===== src/sv/mcf_pkg.sv =====
// ----------------------------------------------------------------------------
// mcf_pkg
// Shared types, codes and tables of the magic word command framer.
// ----------------------------------------------------------------------------
package mcf_pkg;

  localparam int NUM_WORDS = 21;

  localparam logic [31:0] MAGIC_WORDS [NUM_WORDS] = '{
    32'h41424344, 32'h45464748, 32'h0D15EA5E, 32'h99998888, 32'h99999999,
    32'h77776666, 32'h77777777, 32'h55551111, 32'h55661111, 32'h55552222,
    32'h55662222, 32'h66663333, 32'h66773333, 32'h66664444, 32'h66774444,
    32'h66665555, 32'h66775555, 32'h77771111, 32'h77881111, 32'h77772222,
    32'h77882222
  };

  // Operations
  localparam logic OP_BYTE = 1'b0;
  localparam logic OP_TICK = 1'b1;

  // Events
  localparam logic [2:0] EV_CMD      = 3'd0;
  localparam logic [2:0] EV_PAYLOAD  = 3'd1;
  localparam logic [2:0] EV_SETTINGS = 3'd2;
  localparam logic [2:0] EV_MFC      = 3'd3;
  localparam logic [2:0] EV_TIMEOUT  = 3'd4;

  // Collection modes
  localparam logic [1:0] MODE_IDLE = 2'd0;
  localparam logic [1:0] MODE_SET  = 2'd1;
  localparam logic [1:0] MODE_AIR  = 2'd2;
  localparam logic [1:0] MODE_O2   = 2'd3;

  // Commands that start collection
  localparam logic [4:0] CMD_NEW_SETTINGS = 5'd0;
  localparam logic [4:0] CMD_MFC_AIR_SET  = 5'd17;
  localparam logic [4:0] CMD_MFC_O2_SET   = 5'd19;

  // Command without payload
  localparam logic [4:0] CMD_REQUEST_SETTINGS = 5'd1;

  // Configuration register indexes
  localparam logic CFG_TIMEOUT = 1'b0;
  localparam logic CFG_SETLEN  = 1'b1;

  localparam logic [15:0] CRC_INIT = 16'hFFFF;
  localparam logic [15:0] CRC_POLY = 16'hA001;
  localparam logic [23:0] TIMEOUT_RESET = 24'd10000;
  localparam logic [8:0]  SETLEN_RESET  = 9'd64;

  typedef struct packed {
    logic [23:0] timeout_ticks;
    logic [8:0]  settings_length;
  } cfg_t;

  typedef struct packed {
    logic [2:0]  event_res;
    logic [4:0]  command_code;
    logic [7:0]  payload_byte;
    logic [15:0] word_value;
    logic [15:0] computed_crc;
    logic        crc_ok;
  } result_t;

  function automatic logic [15:0] crc16_byte(input logic [15:0] crc, input logic [7:0] b);
    logic [15:0] c;
    c = crc ^ {8'h00, b};
    for (int i = 0; i < 8; i++) begin
      c = c[0] ? ((c >> 1) ^ CRC_POLY) : (c >> 1);
    end
    return c;
  endfunction

  function automatic logic [4:0] mode_code(input logic [1:0] mode);
    logic [4:0] code;
    case (mode)
      MODE_SET: code = CMD_NEW_SETTINGS;
      MODE_AIR: code = CMD_MFC_AIR_SET;
      default:  code = CMD_MFC_O2_SET;
    endcase
    return code;
  endfunction

endpackage


===== src/sv/mcf_if.sv =====
// ----------------------------------------------------------------------------
// mcf_if
// Valid/ready channels for input beats and result beats.
// ----------------------------------------------------------------------------
interface mcf_in_if;
  logic       valid;
  logic       ready;
  logic       operation;
  logic [7:0] rx_byte;

  modport source (output valid, output operation, output rx_byte, input ready);
  modport sink   (input valid, input operation, input rx_byte, output ready);
endinterface

interface mcf_out_if;
  logic        valid;
  logic        ready;
  logic [2:0]  event_res;
  logic [4:0]  command_code;
  logic [7:0]  payload_byte;
  logic [15:0] word_value;
  logic [15:0] computed_crc;
  logic        crc_ok;

  modport source (output valid, output event_res, output command_code,
                  output payload_byte, output word_value, output computed_crc,
                  output crc_ok, input ready);
  modport sink   (input valid, input event_res, input command_code,
                  input payload_byte, input word_value, input computed_crc,
                  input crc_ok, output ready);
endinterface


===== src/sv/mcf_matcher.sv =====
// ----------------------------------------------------------------------------
// mcf_matcher
// Compares the 32-bit byte window against the magic command words.
// ----------------------------------------------------------------------------
module mcf_matcher (
  input  logic [31:0] window,
  output logic        hit,
  output logic [4:0]  index
);

  always_comb begin
    hit   = 1'b0;
    index = '0;
    for (int i = 0; i < mcf_pkg::NUM_WORDS; i++) begin
      if (window == mcf_pkg::MAGIC_WORDS[i]) begin
        hit   = 1'b1;
        index = 5'(i);
      end
    end
  end

endmodule


===== src/sv/mcf_engine.sv =====
// ----------------------------------------------------------------------------
// mcf_engine
// Framer state and per-beat next-state / result logic.
// ----------------------------------------------------------------------------
module mcf_engine #(
  parameter int MAX_FRAME_BYTES = 256
) (
  input  logic             clk,
  input  logic             rst_n,
  input  logic             fire,
  input  logic             operation,
  input  logic [7:0]       rx_byte,
  input  mcf_pkg::cfg_t    cfg,
  output logic             res_valid,
  output mcf_pkg::result_t res
);

  localparam int CntW = $clog2(MAX_FRAME_BYTES + 1);
  localparam int LenW = (CntW > 9) ? CntW + 1 : 10;

  logic [31:0]     window_r, window_nxt;
  logic [2:0]      fill_r, fill_nxt;
  logic [1:0]      mode_r, mode_nxt;
  logic [CntW-1:0] pos_r, pos_nxt;
  logic [15:0]     crc_r, crc_nxt;
  logic [15:0]     acc_r, acc_nxt;
  logic [23:0]     ticks_r, ticks_nxt;

  logic [31:0]     win_shift;
  logic [2:0]      fill_inc;
  logic            hit;
  logic [4:0]      hit_idx;
  logic [LenW-1:0] len_raw, frame_len, pos_x;
  logic [23:0]     ticks_dec;
  logic [15:0]     rx_word, crc_final;

  assign win_shift = {rx_byte, window_r[31:8]};
  assign fill_inc  = (fill_r < 3'd4) ? fill_r + 3'd1 : fill_r;
  assign len_raw   = LenW'(cfg.settings_length);
  assign frame_len = (len_raw < LenW'(3)) ? LenW'(3) :
                     (len_raw > LenW'(MAX_FRAME_BYTES)) ? LenW'(MAX_FRAME_BYTES) : len_raw;
  assign pos_x     = LenW'(pos_r);
  assign ticks_dec = (ticks_r != 24'd0) ? ticks_r - 24'd1 : ticks_r;
  assign rx_word   = {rx_byte, acc_r[7:0]};
  assign crc_final = ~crc_r;

  mcf_matcher u_matcher (
    .window (win_shift),
    .hit    (hit),
    .index  (hit_idx)
  );

  always_comb begin
    window_nxt = window_r;
    fill_nxt   = fill_r;
    mode_nxt   = mode_r;
    pos_nxt    = pos_r;
    crc_nxt    = crc_r;
    acc_nxt    = acc_r;
    ticks_nxt  = ticks_r;
    res_valid  = 1'b0;
    res        = '0;
    if (fire) begin
      if (operation == mcf_pkg::OP_TICK) begin
        if (mode_r != mcf_pkg::MODE_IDLE) begin
          ticks_nxt = ticks_dec;
          if (ticks_dec == 24'd0) begin
            res_valid        = 1'b1;
            res.event_res    = mcf_pkg::EV_TIMEOUT;
            res.command_code = mcf_pkg::mode_code(mode_r);
            mode_nxt   = mcf_pkg::MODE_IDLE;
            pos_nxt    = '0;
            crc_nxt    = mcf_pkg::CRC_INIT;
            acc_nxt    = '0;
            window_nxt = '0;
            fill_nxt   = '0;
          end
        end
      end else begin
        unique case (mode_r)
          mcf_pkg::MODE_SET: begin
            if (pos_x + LenW'(2) < frame_len) begin
              crc_nxt = mcf_pkg::crc16_byte(crc_r, rx_byte);
            end else if (pos_x + LenW'(2) == frame_len) begin
              acc_nxt = {8'h00, rx_byte};
            end
            res_valid        = 1'b1;
            res.command_code = mcf_pkg::CMD_NEW_SETTINGS;
            res.payload_byte = rx_byte;
            if (pos_x + LenW'(1) >= frame_len) begin
              res.event_res    = mcf_pkg::EV_SETTINGS;
              res.word_value   = rx_word;
              res.computed_crc = crc_final;
              res.crc_ok       = (crc_final == rx_word);
              mode_nxt  = mcf_pkg::MODE_IDLE;
              pos_nxt   = '0;
              crc_nxt   = mcf_pkg::CRC_INIT;
              acc_nxt   = '0;
              ticks_nxt = '0;
            end else begin
              res.event_res = mcf_pkg::EV_PAYLOAD;
              pos_nxt       = pos_r + CntW'(1);
            end
          end
          mcf_pkg::MODE_AIR, mcf_pkg::MODE_O2: begin
            res_valid        = 1'b1;
            res.command_code = mcf_pkg::mode_code(mode_r);
            res.payload_byte = rx_byte;
            if (pos_r == '0) begin
              res.event_res = mcf_pkg::EV_PAYLOAD;
              acc_nxt       = {8'h00, rx_byte};
              pos_nxt       = CntW'(1);
            end else begin
              res.event_res  = mcf_pkg::EV_MFC;
              res.word_value = rx_word;
              mode_nxt  = mcf_pkg::MODE_IDLE;
              pos_nxt   = '0;
              crc_nxt   = mcf_pkg::CRC_INIT;
              acc_nxt   = '0;
              ticks_nxt = '0;
            end
          end
          default: begin
            window_nxt = win_shift;
            fill_nxt   = fill_inc;
            if (fill_inc == 3'd4 && hit) begin
              window_nxt       = '0;
              fill_nxt         = '0;
              res_valid        = 1'b1;
              res.event_res    = mcf_pkg::EV_CMD;
              res.command_code = hit_idx;
              if (hit_idx == mcf_pkg::CMD_NEW_SETTINGS || hit_idx == mcf_pkg::CMD_MFC_AIR_SET ||
                  hit_idx == mcf_pkg::CMD_MFC_O2_SET) begin
                mode_nxt  = (hit_idx == mcf_pkg::CMD_NEW_SETTINGS) ? mcf_pkg::MODE_SET :
                            (hit_idx == mcf_pkg::CMD_MFC_AIR_SET) ? mcf_pkg::MODE_AIR :
                            mcf_pkg::MODE_O2;
                pos_nxt   = '0;
                crc_nxt   = mcf_pkg::CRC_INIT;
                acc_nxt   = '0;
                ticks_nxt = (cfg.timeout_ticks == 24'd0) ? 24'd1 : cfg.timeout_ticks;
              end
            end
          end
        endcase
      end
    end
  end

  always_ff @(posedge clk) begin
    if (!rst_n) begin
      window_r <= '0;
      fill_r   <= '0;
      mode_r   <= mcf_pkg::MODE_IDLE;
      pos_r    <= '0;
      crc_r    <= mcf_pkg::CRC_INIT;
      acc_r    <= '0;
      ticks_r  <= '0;
    end else begin
      window_r <= window_nxt;
      fill_r   <= fill_nxt;
      mode_r   <= mode_nxt;
      pos_r    <= pos_nxt;
      crc_r    <= crc_nxt;
      acc_r    <= acc_nxt;
      ticks_r  <= ticks_nxt;
    end
  end

`ifndef ASSERT_OFF
  a_idle_clean: assert property (@(posedge clk) disable iff (!rst_n)
    (mode_r == mcf_pkg::MODE_IDLE) |-> (ticks_r == 24'd0 && pos_r == '0))
    else $error("idle framer holds collection state");

  a_collect_window_clear: assert property (@(posedge clk) disable iff (!rst_n)
    (mode_r != mcf_pkg::MODE_IDLE) |-> (window_r == 32'd0 && fill_r == 3'd0))
    else $error("window not clear during collection");

  a_collect_ticks: assert property (@(posedge clk) disable iff (!rst_n)
    (mode_r != mcf_pkg::MODE_IDLE) |-> (ticks_r != 24'd0))
    else $error("collecting with expired timeout");
`endif

endmodule


===== src/sv/magic_word_command_framer_top.sv =====
// ----------------------------------------------------------------------------
// magic_word_command_framer_top
// Magic word command framer: byte window matcher, settings frame CRC check,
// MFC value collection and tick timeout, with a registered result beat.
// ----------------------------------------------------------------------------
// Channel | Dir | Handshake     | Payload
// in_bus  | in  | valid/ready   | operation, rx_byte
// out_bus | out | valid/ready   | event_res, command_code, payload_byte,
//         |     |               | word_value, computed_crc, crc_ok
// cfg_*   | in  | write enable  | cfg_idx, cfg_data
//
// One beat per cycle while in_bus.ready is high; a beat's result, if any,
// appears in the next cycle from the single output register after the window
// compare and byte-wide CRC step. in_bus.ready is low only while a result is
// held and out_bus.ready is low. Active-low sync reset spares only out_res_r.
// ----------------------------------------------------------------------------
module magic_word_command_framer_top #(
  parameter int MAX_FRAME_BYTES = 256
) (
  input  logic        clk,
  input  logic        rst_n,
  mcf_in_if.sink      in_bus,
  mcf_out_if.source   out_bus,
  input  logic        cfg_we,
  input  logic        cfg_idx,
  input  logic [23:0] cfg_data
);

  mcf_pkg::cfg_t    cfg_r;
  mcf_pkg::result_t eng_res;
  mcf_pkg::result_t out_res_r;
  logic             eng_valid;
  logic             out_valid_r;
  logic             in_fire;

  assign in_bus.ready = !out_valid_r || out_bus.ready;
  assign in_fire      = in_bus.valid && in_bus.ready;

  always_ff @(posedge clk) begin
    if (!rst_n) begin
      cfg_r.timeout_ticks   <= mcf_pkg::TIMEOUT_RESET;
      cfg_r.settings_length <= mcf_pkg::SETLEN_RESET;
    end else if (cfg_we) begin
      unique case (cfg_idx)
        mcf_pkg::CFG_TIMEOUT: cfg_r.timeout_ticks   <= cfg_data;
        mcf_pkg::CFG_SETLEN:  cfg_r.settings_length <= cfg_data[8:0];
        default: ;
      endcase
    end
  end

  mcf_engine #(
    .MAX_FRAME_BYTES (MAX_FRAME_BYTES)
  ) u_engine (
    .clk       (clk),
    .rst_n     (rst_n),
    .fire      (in_fire),
    .operation (in_bus.operation),
    .rx_byte   (in_bus.rx_byte),
    .cfg       (cfg_r),
    .res_valid (eng_valid),
    .res       (eng_res)
  );

  always_ff @(posedge clk) begin
    if (!rst_n) begin
      out_valid_r <= 1'b0;
    end else if (in_fire) begin
      out_valid_r <= eng_valid;
    end else if (out_bus.ready) begin
      out_valid_r <= 1'b0;
    end
  end

  always_ff @(posedge clk) begin
    if (in_fire) begin
      out_res_r <= eng_res;
    end
  end

  assign out_bus.valid        = out_valid_r;
  assign out_bus.event_res    = out_res_r.event_res;
  assign out_bus.command_code = out_res_r.command_code;
  assign out_bus.payload_byte = out_res_r.payload_byte;
  assign out_bus.word_value   = out_res_r.word_value;
  assign out_bus.computed_crc = out_res_r.computed_crc;
  assign out_bus.crc_ok       = out_res_r.crc_ok;

`ifndef ASSERT_OFF
  a_backpressure: assert property (@(posedge clk) disable iff (!rst_n)
    (out_valid_r && !out_bus.ready) |-> !in_bus.ready)
    else $error("input taken while result stalled");

  a_hold: assert property (@(posedge clk) disable iff (!rst_n)
    (out_valid_r && !out_bus.ready) |=> (out_valid_r && $stable(out_res_r)))
    else $error("stalled result changed");

  a_crc_ok_event: assert property (@(posedge clk) disable iff (!rst_n)
    (out_valid_r && out_res_r.crc_ok) |-> (out_res_r.event_res == mcf_pkg::EV_SETTINGS))
    else $error("crc_ok outside settings frame event");

  a_cmd_clean: assert property (@(posedge clk) disable iff (!rst_n)
    (out_valid_r && out_res_r.event_res == mcf_pkg::EV_CMD) |->
    (out_res_r.payload_byte == 8'd0 && out_res_r.word_value == 16'd0))
    else $error("command event carries payload");
`endif

endmodule

===== src/flat_wrapper.sv =====
// flat-port wrapper written by rule: the top's interface ports become plain ports
module magic_word_command_framer_top_flat 
#(
  parameter int MAX_FRAME_BYTES = 256
)
  (clk, rst_n, cfg_we, cfg_idx, cfg_data, in_bus_valid, in_bus_operation, in_bus_rx_byte, in_bus_ready, out_bus_valid, out_bus_event_res, out_bus_command_code, out_bus_payload_byte, out_bus_word_value, out_bus_computed_crc, out_bus_crc_ok, out_bus_ready);
  mcf_in_if in_bus_i ();
  mcf_out_if out_bus_i ();
  input  logic clk;
  input  logic rst_n;
  input  logic cfg_we;
  input  logic cfg_idx;
  input  logic [23:0] cfg_data;
  input wire logic [$bits(in_bus_i.valid)-1:0] in_bus_valid;
  input wire logic [$bits(in_bus_i.operation)-1:0] in_bus_operation;
  input wire logic [$bits(in_bus_i.rx_byte)-1:0] in_bus_rx_byte;
  output wire logic [$bits(in_bus_i.ready)-1:0] in_bus_ready;
  output wire logic [$bits(out_bus_i.valid)-1:0] out_bus_valid;
  output wire logic [$bits(out_bus_i.event_res)-1:0] out_bus_event_res;
  output wire logic [$bits(out_bus_i.command_code)-1:0] out_bus_command_code;
  output wire logic [$bits(out_bus_i.payload_byte)-1:0] out_bus_payload_byte;
  output wire logic [$bits(out_bus_i.word_value)-1:0] out_bus_word_value;
  output wire logic [$bits(out_bus_i.computed_crc)-1:0] out_bus_computed_crc;
  output wire logic [$bits(out_bus_i.crc_ok)-1:0] out_bus_crc_ok;
  input wire logic [$bits(out_bus_i.ready)-1:0] out_bus_ready;
  assign in_bus_i.valid = in_bus_valid;
  assign in_bus_i.operation = in_bus_operation;
  assign in_bus_i.rx_byte = in_bus_rx_byte;
  assign in_bus_ready = in_bus_i.ready;
  assign out_bus_valid = out_bus_i.valid;
  assign out_bus_event_res = out_bus_i.event_res;
  assign out_bus_command_code = out_bus_i.command_code;
  assign out_bus_payload_byte = out_bus_i.payload_byte;
  assign out_bus_word_value = out_bus_i.word_value;
  assign out_bus_computed_crc = out_bus_i.computed_crc;
  assign out_bus_crc_ok = out_bus_i.crc_ok;
  assign out_bus_i.ready = out_bus_ready;
  magic_word_command_framer_top #(.MAX_FRAME_BYTES(MAX_FRAME_BYTES)) u_core (.clk(clk), .rst_n(rst_n), .in_bus(in_bus_i), .out_bus(out_bus_i), .cfg_we(cfg_we), .cfg_idx(cfg_idx), .cfg_data(cfg_data));
endmodule

===== config.mk =====
export PLATFORM = sky130hd
export DESIGN_NAME = magic_word_command_framer_top_flat
export DESIGN_NICKNAME = d
export VERILOG_FILES = /design/src/sv/mcf_pkg.sv /design/src/sv/mcf_if.sv /design/src/sv/mcf_matcher.sv /design/src/sv/mcf_engine.sv /design/src/sv/magic_word_command_framer_top.sv /design/src/flat_wrapper.sv
export SDC_FILE = /design/constraint.sdc
export NUM_CORES = 1
export LEC_CHECK = 0
export BUFFER_PORTS_ARGS = -buffer_cell sky130_fd_sc_hd__buf_2
export CAP_MARGIN = 10
export CORE_ASPECT_RATIO = 1.2
export CORE_MARGIN = 2
export CORE_UTILIZATION = 40
export DETAILED_ROUTE_END_ITERATION = 10
export PLACE_DENSITY = 0.56
export SETUP_SLACK_MARGIN = 0.15
export SLEW_MARGIN = 20
export SYNTH_ARGS = -nofsm -noshare
export SYNTH_HDL_FRONTEND = slang
export SYNTH_SLANG_ARGS = --single-unit

===== constraint.sdc =====
create_clock -name clk -period 3.38 [get_ports clk]
set_input_delay 0.507 -clock clk [delete_from_list [all_inputs] [get_ports clk]]
set_output_delay 0.507 -clock clk [all_outputs]
set_load 0.05 [all_outputs]

Yosys cells after proc, flatten, opt, wreduce, memory -nomap -nowiden
Cells that the tools add are included.
{ "op_classes": {"n_addsub": 5, "n_bitwise": 13, "magnitude_cmp": 5, "reduce_logical": 26, "eq_ne": 37, "muxes": 127} }
{ "ops": {"columns": ["operator", "count"], "rows": [
  ["equality test 32 x 31 -> 1 bit, second input constant", 18],
  ["2-to-1 mux 16 bit", 17],
  ["2-to-1 mux 24 bit", 8],
  ["2-to-1 mux 32 bit", 5],
  ["2-to-1 mux 8 bit", 12],
  ["case mux 24 bit (2 select lines)", 2],
  ["2-to-1 mux 9 bit", 8],
  ["equality test 32 bit, second input constant", 2],
  ["logical NOT 24 bit", 2],
  ["2-to-1 mux 33 bit", 1],
  ["equality test 32 x 28 -> 1 bit, second input constant", 1],
  ["2-to-1 mux 4 bit", 8],
  ["case mux 16 bit (2 select lines)", 1],
  ["case mux 8 bit (2 select lines)", 2],
  ["2-to-1 mux 1 bit", 31],
  ["2-to-1 mux 3 bit", 10],
  ["2-to-1 mux 5 bit", 6],
  ["2-to-1 mux 2 bit", 13],
  ["inverter 2 -> 3 bit", 8],
  ["nonzero test 24 bit", 1],
  ["subtractor 24 x 1 -> 24 bit, second input constant", 1],
  ["AND reduction 7 bit", 3],
  ["case mux 9 bit (2 select lines)", 1],
  ["equality test 16 bit", 1],
  ["35 further kinds", 51]
]} }
{ "word_totals": {"word_cells": 229, "reg_bits": 177} }

Depth between registers and ports, before layout
{ "depth": {"depth_word": 28, "depth_mapped": 17, "mapped_depth_nobuf": 14} }

Cells and area by module
From an unflattened synthesis, not the netlist that was laid out.
{ "unflattened": {"cells_unflattened": 1041, "hier_area_um2": 9492.9} }
{ "by_module_without_submodules": {"columns": ["mod", "area_per_inst_um2", "cells_each", "seq_area_each_um2", "instances"], "rows": [
  ["mcf_engine", 5906.9, 748, 1721.7, 1],
  ["magic_word_command_framer_top", 2836.5, 193, 2152.1, 1],
  ["mcf_matcher", 749.5, 100, 0.0, 1]
]} }

Least setup slack after synthesis
No wires, ideal clock.
{ "synth_timing": {"path_type": "reg-to-reg", "start": "register u_core.cfg_r[4] in the netlist's numbering", "end": "register u_core.u_engine.ticks_r[3]", "path_buffers": 2, "path_stages_with_launch": 17, "arrival_ns": 3.184, "setup_slack_ns": 0.061, "t_required_ns": 3.245, "cell_sequence": "dfxtp_1 -> or4_1 -> nor3_1 -> nor2_1 -> nor2_1 -> ha_1 -> nand2_1 -> nand3_1 -> a21o_1 -> a31oi_1 -> or3b_2 -> clkbuf_1 -> a21oi_1 -> or3b_1 -> buf_2 -> o311ai_0 -> o31ai_1"} }
{ "synth_between": {"elab_chain_cells": 6, "word_cells_on_any_way": 7} }
{ "synth_rtl": {"columns": ["item", "line_no", "source"], "rows": [
  ["from (decl)", "magic_word_command_framer_top.sv:29", "mcf_pkg::cfg_t cfg_r;"],
  ["> comparator 9 bit", "mcf_engine.sv:41", "(len_raw > LenW'(MAX_FRAME_BYTES)) ? LenW'(MAX_FRAME_BYTES) : len_raw;"],
  ["2-to-1 mux 9 bit", "mcf_engine.sv:41", null],
  ["2-to-1 mux 9 bit *", "mcf_engine.sv:40", "assign frame_len = (len_raw < LenW'(3)) ? LenW'(3) :"],
  [">= comparator 10 x 9 -> 1 bit *", "mcf_engine.sv:90", "if (pos_x + LenW'(1) >= frame_len) begin"],
  ["!= test 3 bit (no source line) *", null, null],
  ["AND reduction 6 bit (no source line) *", null, null],
  ["to (signal assigned)", "mcf_engine.sv:165", "ticks_r <= ticks_nxt;"],
  ["to (decl)", "mcf_engine.sv:27", "logic [23:0] ticks_r, ticks_nxt;"]
]} }
Every way passes the cells marked *; elsewhere a longest branch is shown, timed or not.
A chain may end at the register's enable or synchronous reset.

Worst setup path in the final report
Ends and elaborated chain as after synthesis.

==> summary.md <==
| Metric | Value |
|---|---|
| Status | completed |
| Power Density | ~400 mW/mm2 |
| #FFs+latches synth | around 170 |
| I/O Pins | 90 |
| Post-Synthesis Cells | 1,061 |
| Root Buffer | clkbuf_16 |
| TritonCTS clock tree | done |
| Vias in the first global route | about 8,000 |
| Drt first-iter violations | between 600 and 700 |
| Nets@finish | 1,271 |
| Final Wtd Congestion | 0.938 |
| Die W | between 100 and 150 um |
| Post-synth EDFFs | 49 |
| Clk sinks | approximately 170 |
| Critical path buffer and inverter count | 0 |
| Hold/Removal Path Class | primary input to register |
| # setup viols final | 0 |
| Sw Ratio | between 20% and 30% |
| Fmax | around 310 MHz |
| Crit path time final | around 3300 ps |
| Die Height | ~170 um |
| Design Area, Final | about 0.012 mm2 |
| Crit path kind | register to register |
| Routed wire length | around 27,000 um |
| Metal3 WL | just over 1000 um |
| Max-slew violation count | 0 |
| Dpl cell area | 0.0106 mm2 |
| Crit share post-route | a little over nine tenths |
| Total CTS buffers | 17 |
| Crit path max-delay family | simple AND/OR/NAND/NOR gates |
| CP Max Fanout | 7 |
| Skew final | about 11 ps |
| Wire length on met1 | 12,100 um |
| Antenna Cells | 0 |
| Vias per cell | about 5.5 |
| Starting density of the core | ~40% |
| WP depth | 14 |
| Largest area contributor in the netlist | dfxtp_1 |
| Routed WL per cell | roughly 17 um |
| DRC violations left | 0 |
| Post-Syn Area | between 0.009 and 0.01 mm2 |
| Reg power frac | 47.4% |
| Cts hold-fix bufs | 0 |
| Crit path DAT | 3560 ps |
| Total core area | roughly 0.023 mm2 |
| Fin util | between 50 and 60% |
| Vias | 8,407 |
| Layout cells sized above 1 | around a quarter |
| Slew headroom | a little over two fifths |
| Int Power | between 3000 and 4000 uW |
| Clk_lat worst skew | around 440 ps |
| Sequential share of the synthesized area | 41.6% |
| GRT Total Usage | 21.9% |
| Logic pwr share | under 10% |
| Cell Rows | 61 |
| Initial antenna violation count | 0 |
| Slowest library cell on the worst path | or4_4 |
| H-tree depth | 4 |
| Net load switching power | around 1200 uW |
| Crit path required time | between 3000 and 4000 ps |
| IO buf count | roughly 90 |
| Critical Path Max Stage Delay | ~540 ps |
| Met2 WL | between 10,000 and 15,000 um |
| Post-Syn Area per Cell | 8.78 um2 |
| Clk pwr share | 43.4% |
| Synth top area share | 25.8% |
| Maximum VDD drop | 0.000348 V |
| Most frequent cells in the layout | nand2_1 (155), dfxtp_1 (116), buf_4 (90), buf_2 (89), nor2_1 (80) |
| Tightest Pin Transition | between 800 and 900 ps |
| Die Area | around 0.025 mm2 |
| First-pass GRT wire length | 42,700 um |
| Synth top area cells | dfxtp_1 (26%), edfxtp_1 (16%), nand2_1 (6.2%), xnor2_1 (4.2%), ha_1 (3.9%) |
| Synth Flop Type | dfxtp_1 |
| CTS Buffer Depth | 2 |
| Initial DRT Pass Iterations | 5 |
| Reg clk slew, reported paths | about 70 ps |
| Hold Crit Depth | 3 |
| Area grow syn2layout | 24.5% |
| Critical path, cell by cell | or4_4 -> nor3_4 -> nor2_1 -> nor2_1 -> ha_1 -> nand2_1 -> nand3_1 -> a21o_1 -> a31oi_2 -> or3b_4 -> a21oi_2 -> or3b_4 -> o311ai_2 -> o31ai_2 |
| GRT overflow | 0 |
| RSZ-0062 raised after global routing | yes |
| Ys async rst share | 0% |
| Netlist cell types | 80 |
| Syn_nets | between 1,000 and 1,500 |
| Top sig layer | met4 |
| Antenna viol nets, final | 0 |
| Worst r2r path cells | 14 |
| Maximum number of pins on one net before global-route repair | 67 |
| Final Hold Fails | 0 |
| Lkg Pwr | 0.00443 uW |
| Critical path endpoint category | register |
| Commonest non-fill, non-tap cell in the layout | nand2_1 |
| Critical path startpoint category | register |
| Max-Cap Viols | 0 |
| Yosys warns | 0 |
| DPL Wire Length | 18,800 um |
==> worst register-to-register path, stage by stage (launching register included) <==
cell	delay [ps]
dfxtp_2	320
or4_4	540
nor3_4	130
nor2_1	60
nor2_1	150
ha_1	270
nand2_1	70
nand3_1	70
a21o_1	170
a31oi_2	200
or3b_4	170
a21oi_2	60
or3b_4	490
o311ai_2	330
o31ai_2	110
==> state kept, by name, indices dropped and copies added (netlist names), 3 cells and up <==
register / flops
u_core.u_engine.fill_r: 3
u_core.u_engine.pos_r: 9
u_core.out_bus.command_code: 5
u_core.u_engine.ticks_r: 24
u_core.u_engine.crc_r: 16
u_core.cfg_r: 33
u_core.out_bus.word_value: 16
u_core.u_engine.window_r: 24
u_core.out_bus.computed_crc: 16
u_core.out_bus.payload_byte: 8
u_core.u_engine.acc_r: 8
u_core.out_bus.event_res: 3
==> cell families (layout without fill, tap and decap cells) <==
logic type	after synthesis	in the layout	synth area share, %
fa+ha+maj	29	29	3.89
mux	26	26	2.79
xor+xnor	64	64	6.02
buf+inv	82	237	3.81
compound gates	219	219	15.7
flops	169	169	41.6
simple gates	472	472	26.2
==> power by group through the flow <==
| stage | logic, uW | registers [uW] | clock network [uW] |
|---|---|---|---|
| finish | 419 | 2160 | 1970 |
| global route | 456 | 2160 | 2080 |
| CTS | 405 | 2160 | 2010 |
| detailed placement | 403 | 2200 | 0 |
| global placement | 402 | 2200 | 0 |
| floorplan | 200 | 2270 | 0 |
==> path summary, 6_finish.rpt <==
path | startpoint | to | slack (ps)
hold reg to reg | u_core.cfg_r[0] | u_core.cfg_r[0] | 470
setup / recovery | u_core.cfg_r[4] | u_core.u_engine.ticks_r[3] | 110
setup reg to reg | u_core.cfg_r[4] | u_core.u_engine.ticks_r[3] | 110
hold / removal | cfg_data[10] | u_core.cfg_r[19] | 280
==> stage by stage <==
step | TNS [ps] | hold WS (ps) | cells | power [uW] | setup slack [ps]
2_1_floorplan | 0 | 433 | 1061 | 2470 | 162
3_3_place_gp | -6.90 | 463 | 1493 | 2600 | -2.20
3_5_place_dp | -937 | 466 | 1493 | 2600 | -79.0
4_1_cts | 0 | 273 | 1526 | 4570 | 128
5_1_grt | 0 | 299 | 1531 | 4700 | 1.74
6_report | 0 | 278 | 1531 | 4550 | 113
==> layout make-up <==
class                           count  area [um2]
Timing Repair Buffer              189        1250
Clock inverter                     13         135
Inverter                           16        63.8
Tap cell                          315         394
Sequential cell                   169        3880
Clock buffer                       19         453
Multi-Input combinational cell    810        5420
Fill cell                        2287       11500
==> cells in the mapped netlist, drive strengths merged (29+ instances only) <==
cell    instances
o21ai          42
clkbuf         46
edfxtp         49
ha             29
nor4           33
a21oi          66
xnor2          45
nand2         156
dfxtp         120
and2           30
nor2           83
nand3          44
==> routing by layer <==
layer,vias up,GRT usage [%]
li1,4170,-
met1,3964,28.5
met2,231,38.4
met3,42,2.51
met4,0,6.01
met5,-,0
==> what timing repair did <==
| action | in CTS | in global routing |
|---|---|---|
| cloned | 0 | 1 |
| buffers inserted | 1 | 4 |
| pin swaps | 1 | 17 |
| setup endpoints to repair | 51 | 88 |
| gates resized for setup | 8 | 73 |
Power figures use the tool's default switching activity.
